==> src/rtl/rcat_pkg.sv <==
// Shared constants, request codes and control structs for the range count block.
`timescale 1ns / 1ps
`default_nettype none
package rcat_pkg;

	localparam int DEPTH_DEF = 1024;

	localparam int POS_W = 10;
	localparam int VAL_W = 32;
	localparam int CNT_W = 11;

	localparam logic OP_WRITE = 1'b0;
	localparam logic OP_QUERY = 1'b1;

	typedef struct packed {
		logic clr_wr;
		logic wr;
		logic q_load;
		logic rd;
		logic acc;
		logic out_load;
	} cmd_t;

	typedef struct packed {
		logic clr_last;
		logic q_empty;
		logic scan_last;
	} sts_t;

endpackage
`default_nettype wire

==> src/rtl/rcat_ctrl.sv <==
// Controller state machine: clearing pass, request intake, range scan and result hand-off.
`timescale 1ns / 1ps
`default_nettype none
module rcat_ctrl (
	input  wire logic           clk,
	input  wire logic           arst_n,
	input  wire logic           in_valid,
	input  wire logic           in_op,
	output logic                in_ready,
	output logic                out_valid,
	input  wire logic           out_ready,
	input  wire rcat_pkg::sts_t sts,
	output rcat_pkg::cmd_t      cmd
);
	import rcat_pkg::*;

	localparam logic [2:0] ST_CLEAR = 3'd0;
	localparam logic [2:0] ST_IDLE  = 3'd1;
	localparam logic [2:0] ST_SCAN  = 3'd2;
	localparam logic [2:0] ST_DRAIN = 3'd3;
	localparam logic [2:0] ST_DONE  = 3'd4;

	logic [2:0] state_q;
	logic [2:0] state_d;
	logic       rd_s1;
	logic       out_valid_q;

	always_comb begin
		state_d  = state_q;
		cmd      = '0;
		in_ready = 1'b0;
		unique case (state_q)
			ST_CLEAR: begin
				cmd.clr_wr = 1'b1;
				if (sts.clr_last) begin
					state_d = ST_IDLE;
				end
			end
			ST_IDLE: begin
				in_ready = 1'b1;
				if (in_valid) begin
					if (in_op == OP_WRITE) begin
						cmd.wr = 1'b1;
					end else begin
						cmd.q_load = 1'b1;
						state_d = sts.q_empty ? ST_DONE : ST_SCAN;
					end
				end
			end
			ST_SCAN: begin
				cmd.rd = 1'b1;
				if (sts.scan_last) begin
					state_d = ST_DRAIN;
				end
			end
			ST_DRAIN: begin
				state_d = ST_DONE;
			end
			ST_DONE: begin
				if (!out_valid_q || out_ready) begin
					cmd.out_load = 1'b1;
					state_d = ST_IDLE;
				end
			end
			default: begin
				state_d = ST_IDLE;
			end
		endcase
		cmd.acc = rd_s1;
	end

	always_ff @(posedge clk or negedge arst_n) begin
		if (!arst_n) begin
			state_q     <= ST_CLEAR;
			rd_s1       <= 1'b0;
			out_valid_q <= 1'b0;
		end else begin
			state_q <= state_d;
			rd_s1   <= cmd.rd;
			if (cmd.out_load) begin
				out_valid_q <= 1'b1;
			end else if (out_ready) begin
				out_valid_q <= 1'b0;
			end
		end
	end

	assign out_valid = out_valid_q;
endmodule
`default_nettype wire

==> config.mk <==
export PLATFORM = sky130hd
export DESIGN_NAME = rcat_ctrl
export DESIGN_NICKNAME = d
export VERILOG_FILES = /design/src/rtl/rcat_pkg.sv /design/src/rtl/rcat_ctrl.sv
export SDC_FILE = /design/constraint.sdc
export NUM_CORES = 1
export LEC_CHECK = 0
export BUFFER_PORTS_ARGS = -buffer_cell sky130_fd_sc_hd__buf_2
export CORE_AREA = 2 2 39 41
export CTS_CLUSTER_DIAMETER = 60
export DETAILED_ROUTE_END_ITERATION = 8
export DIE_AREA = 0 0 41 43
export PLACE_DENSITY = 0.51
export SLEW_MARGIN = 0
export SYNTH_ARGS = -nofsm -noshare
export SYNTH_HDL_FRONTEND = slang
export SYNTH_SLANG_ARGS = --single-unit
export TNS_END_PERCENT = 5
==> constraint.sdc <==
create_clock -name clk -period 1.53 [get_ports clk]
set_input_delay 0 -clock clk [delete_from_list [all_inputs] [get_ports clk]]
set_output_delay 0 -clock clk [all_outputs]
set_load 0.02 [all_outputs]
==> results.txt <==
----------------------------------------------------
[Placement]
  Gp weighted congestion ... 0.690
  Port bufs ... 15
  Worst slack at placement ... 307 ps
  Detailed-placement wirelength estimate ... 487 um

[Clocking]
  Total CTS buffers ... 3
  CTS sink cnt ... 5
  Later-pin clock latency in the skew report ... 240 ps
  Clock Pin Slew Worst Setup and Hold Paths ... 50 ps
  Clock tree from TritonCTS ... done
  Number of levels in the clock H-tree ... 1
  Root buf cell ... sky130_fd_sc_hd__clkbuf_4
  Maximum buffer depth of the clock tree ... 2

[Setup path]
  CP Data Arrival Time ... 1430 ps
  Register-to-register setup slack ... 340 ps
  Worst setup path category ... flop to output port
  Crit path max fanout ... 6
  Worst Path Required ... 1530 ps
  Kind of start point of the critical path ... flop
  Worst-case reg-to-reg path depth ... 2
  Nature of the critical path endpoint ... output port

[GRT]
  Maximum number of pins on one net before global-route repair ... 9
  Vias in the first global route ... 221
  GRT Residual Overflow ... 0
  First-pass GRT wire length ... 931 um
  Total track usage ... 0.0783
  Initial antenna violation count ... 0

[Timing]
  Period utilisation layout ... 0.938
  Peak Freq ... 697 MHz
  Total negative slack for setup checks ... 0 ps
  Transition time of the tightest slew-check pin ... 212 ps
  Number of hold violations in the final report ... 0
  Worst setup skew after layout ... 3.19 ps
  RSZ-0062 raised after global routing ... false
  Min setup slack post-route ... 95.4 ps
  Worst relative slew slack ... 0.859
  Number of slew-limit violations in the final report ... 0
  Shortest period the worst path allows ... 1430 ps
  Final setup vio count ... 0

[Floorplan]
  Starting Density ... 0.196
  Area of the die ... 1760 um^2
  Y dimension of the die ... 43 um
  Ports ... 16
  Die X-Extent ... 41 um
  Std-Cell Core Area ... 1380 um^2
  Number of cell rows ... 14

[Route]
  First drt pass iteration count ... 4
  Routed wire length ... 640 um
  Iter 0 DRT Violations ... 4
  Via-per-instance ratio ... 4.13
  Remaining design rule violation count ... 0
  Via count of the routed design ... 277
  Routed Antenna Nets ... 0
  Wire length per cell after detailed routing ... 9.55 um

[Layout]
  Register Area ... 126 um^2
  Total Nets Final ... 60
  Footprint of the multi-input gates ... 135 um^2
  Area added between synthesis and finish ... 51.6%
  Filler cells ... 166
  Number of antenna diodes ... 0
  Fraction of layout cells with a size suffix above 1 ... 0.431

[Logic synthesis]
  Most numerous cell types in the synthesized netlist ... 5 x sky130_fd_sc_hd__dfrtp_1, 4 x sky130_fd_sc_hd__nand2_1, 4 x sky130_fd_sc_hd__nand2b_1
  Mean area per synthesized cell ... 8.76 um^2
  Sequential share of the synthesized area ... 0.461
  Post-Syn Nets ... 39
  Share of flip-flops with an asynchronous set or reset after synthesis ... 1.00
  Largest cells by area after synthesis ... sky130_fd_sc_hd__dfrtp_1 46%, sky130_fd_sc_hd__nand2b_1 9.2%, sky130_fd_sc_hd__nand2_1 5.5%
  Mapped Cells ... 31
  Most used standard cell by instance count after synthesis ... sky130_fd_sc_hd__dfrtp_1
  Distinct cells, synth ... 17
  Synthesis-stage register bit count ... 5
  Biggest area consumer among synthesized cells ... sky130_fd_sc_hd__dfrtp_1
  Post-synthesis instance area ... 272 um^2
  Leading register cell type out of synthesis ... sky130_fd_sc_hd__dfrtp_1
  Area share of the leading cell type in the synthesized netlist ... 0.461
  Count of yosys warnings during synthesis ... 0
  Number of flops mapped to enable cells by yosys ... 0

[Job]
  Number of maximum-capacitance violations ... 0

[Status]
  Status ... complete, no violations

[Pwr]
  Max VDD drop ... 520 uV
  LEAKAGE ... 0.220 nW
  Total power per unit cell area ... 1570 nW/um^2

[Worst hold path]
  Worst hold path stage count ... 3
  Worst Hold Class ... primary input to flop

----------------------------------------------------
-- state kept, by name, summed over array words and instances, names as in the netlist --
register,cells
rd_s1,1
out_valid,1
state_q,3
-- critical path, cell delays in order (launching register included) --
cell and delay (ps):
sky130_fd_sc_hd__dfrtp_2 430, sky130_fd_sc_hd__nand2b_1 160, sky130_fd_sc_hd__or2_1 270, sky130_fd_sc_hd__nor3b_2 150
sky130_fd_sc_hd__buf_2 180
-- layout by cell type (no fill, tap or decap), drive strengths merged --
| cell | n |
|---|---|
| nor2 | 3 |
| nor3b | 1 |
| or4b | 1 |
| or2 | 1 |
| dfrtp | 5 |
| dlygate4sd3 | 1 |
| mux2i | 1 |
| inv | 1 |
| nand2b | 4 |
| o22ai | 1 |
| a31oi | 2 |
| and3 | 1 |
| nand3 | 1 |
| clkbuf | 4 |
| nor3 | 1 |
| buf | 17 |
| a21oi | 2 |
| nand2 | 4 |
-- kinds of logic (layout without fill, tap and decap cells) --
kind of cell    Yosys count  count (layout)  share of synthesized area
simple gates             17              17                      0.336
flops                     5               5                      0.461
compound gates            5               5                      0.106
buf+inv                   3              23                     0.0599
mux                       1               1                     0.0369
-- per-layer routing --
| metal | up-vias | routed length, um | global-route usage |
|---|---|---|---|
| met5 | - | 0 | 0 |
| met3 | 0 | 64 | 0.0157 |
| li1 | 147 | - | - |
| met1 | 116 | 315 | 0.116 |
| met2 | 14 | 260 | 0.0938 |
| met4 | 0 | 0 | 0.0600 |
-- final cells by class --
cell class	instances	area share
Inverter	1	0.00912
Tap cell	16	0.0486
Clock buffer	4	0.0638
Timing Repair Buffer	18	0.243
Multi-Input combinational cell	23	0.328
Sequential cell	5	0.307
-- where the power goes --
part	leakage [nW]	internal [mW]	switching, mW	total [mW]
sequential	0.0638	0.166	0.0438	0.210
clock	0.0150	0.0987	0.0562	0.155
combinational	0.141	0.119	0.163	0.282
total	0.220	0.385	0.263	0.647
-- through the flow --
| stage | util | cells | cell area (um^2) | power, mW | hold WS (ps) |
|---|---|---|---|---|---|
| detailed placement | 0.256 | 60 | 354 | 0.471 | -175 |
| finish | 0.297 | 67 | 412 | 0.647 | 35.3 |
| global placement | 0.256 | 60 | 354 | 0.472 | -178 |
| global route | 0.297 | 67 | 412 | 0.707 | 35.9 |
| CTS | 0.282 | 65 | 390 | 0.637 | 25.8 |
| floorplan | - | 31 | 272 | 0.389 | -296 |
-- path summary, 6_finish.rpt --
kind	from	end
max in group asynchronous	arst_n	state_q[2]
max reg2reg	state_q[1]	state_q[1]
min reg2reg	state_q[2]	state_q[1]
min	sts[1]	state_q[1]
max	state_q[2]	cmd[4]
min in group asynchronous	arst_n	rd_s1
-- what timing repair did --
action | in CTS | in global routing
hold endpoints to repair | 5 | 0
setup endpoints to repair | 0 | 1
buffers inserted | 0 | 2
gates resized for setup | 0 | 2
hold buffers | 1 | 0
Note: power is estimated with default switching activity, not from simulation.
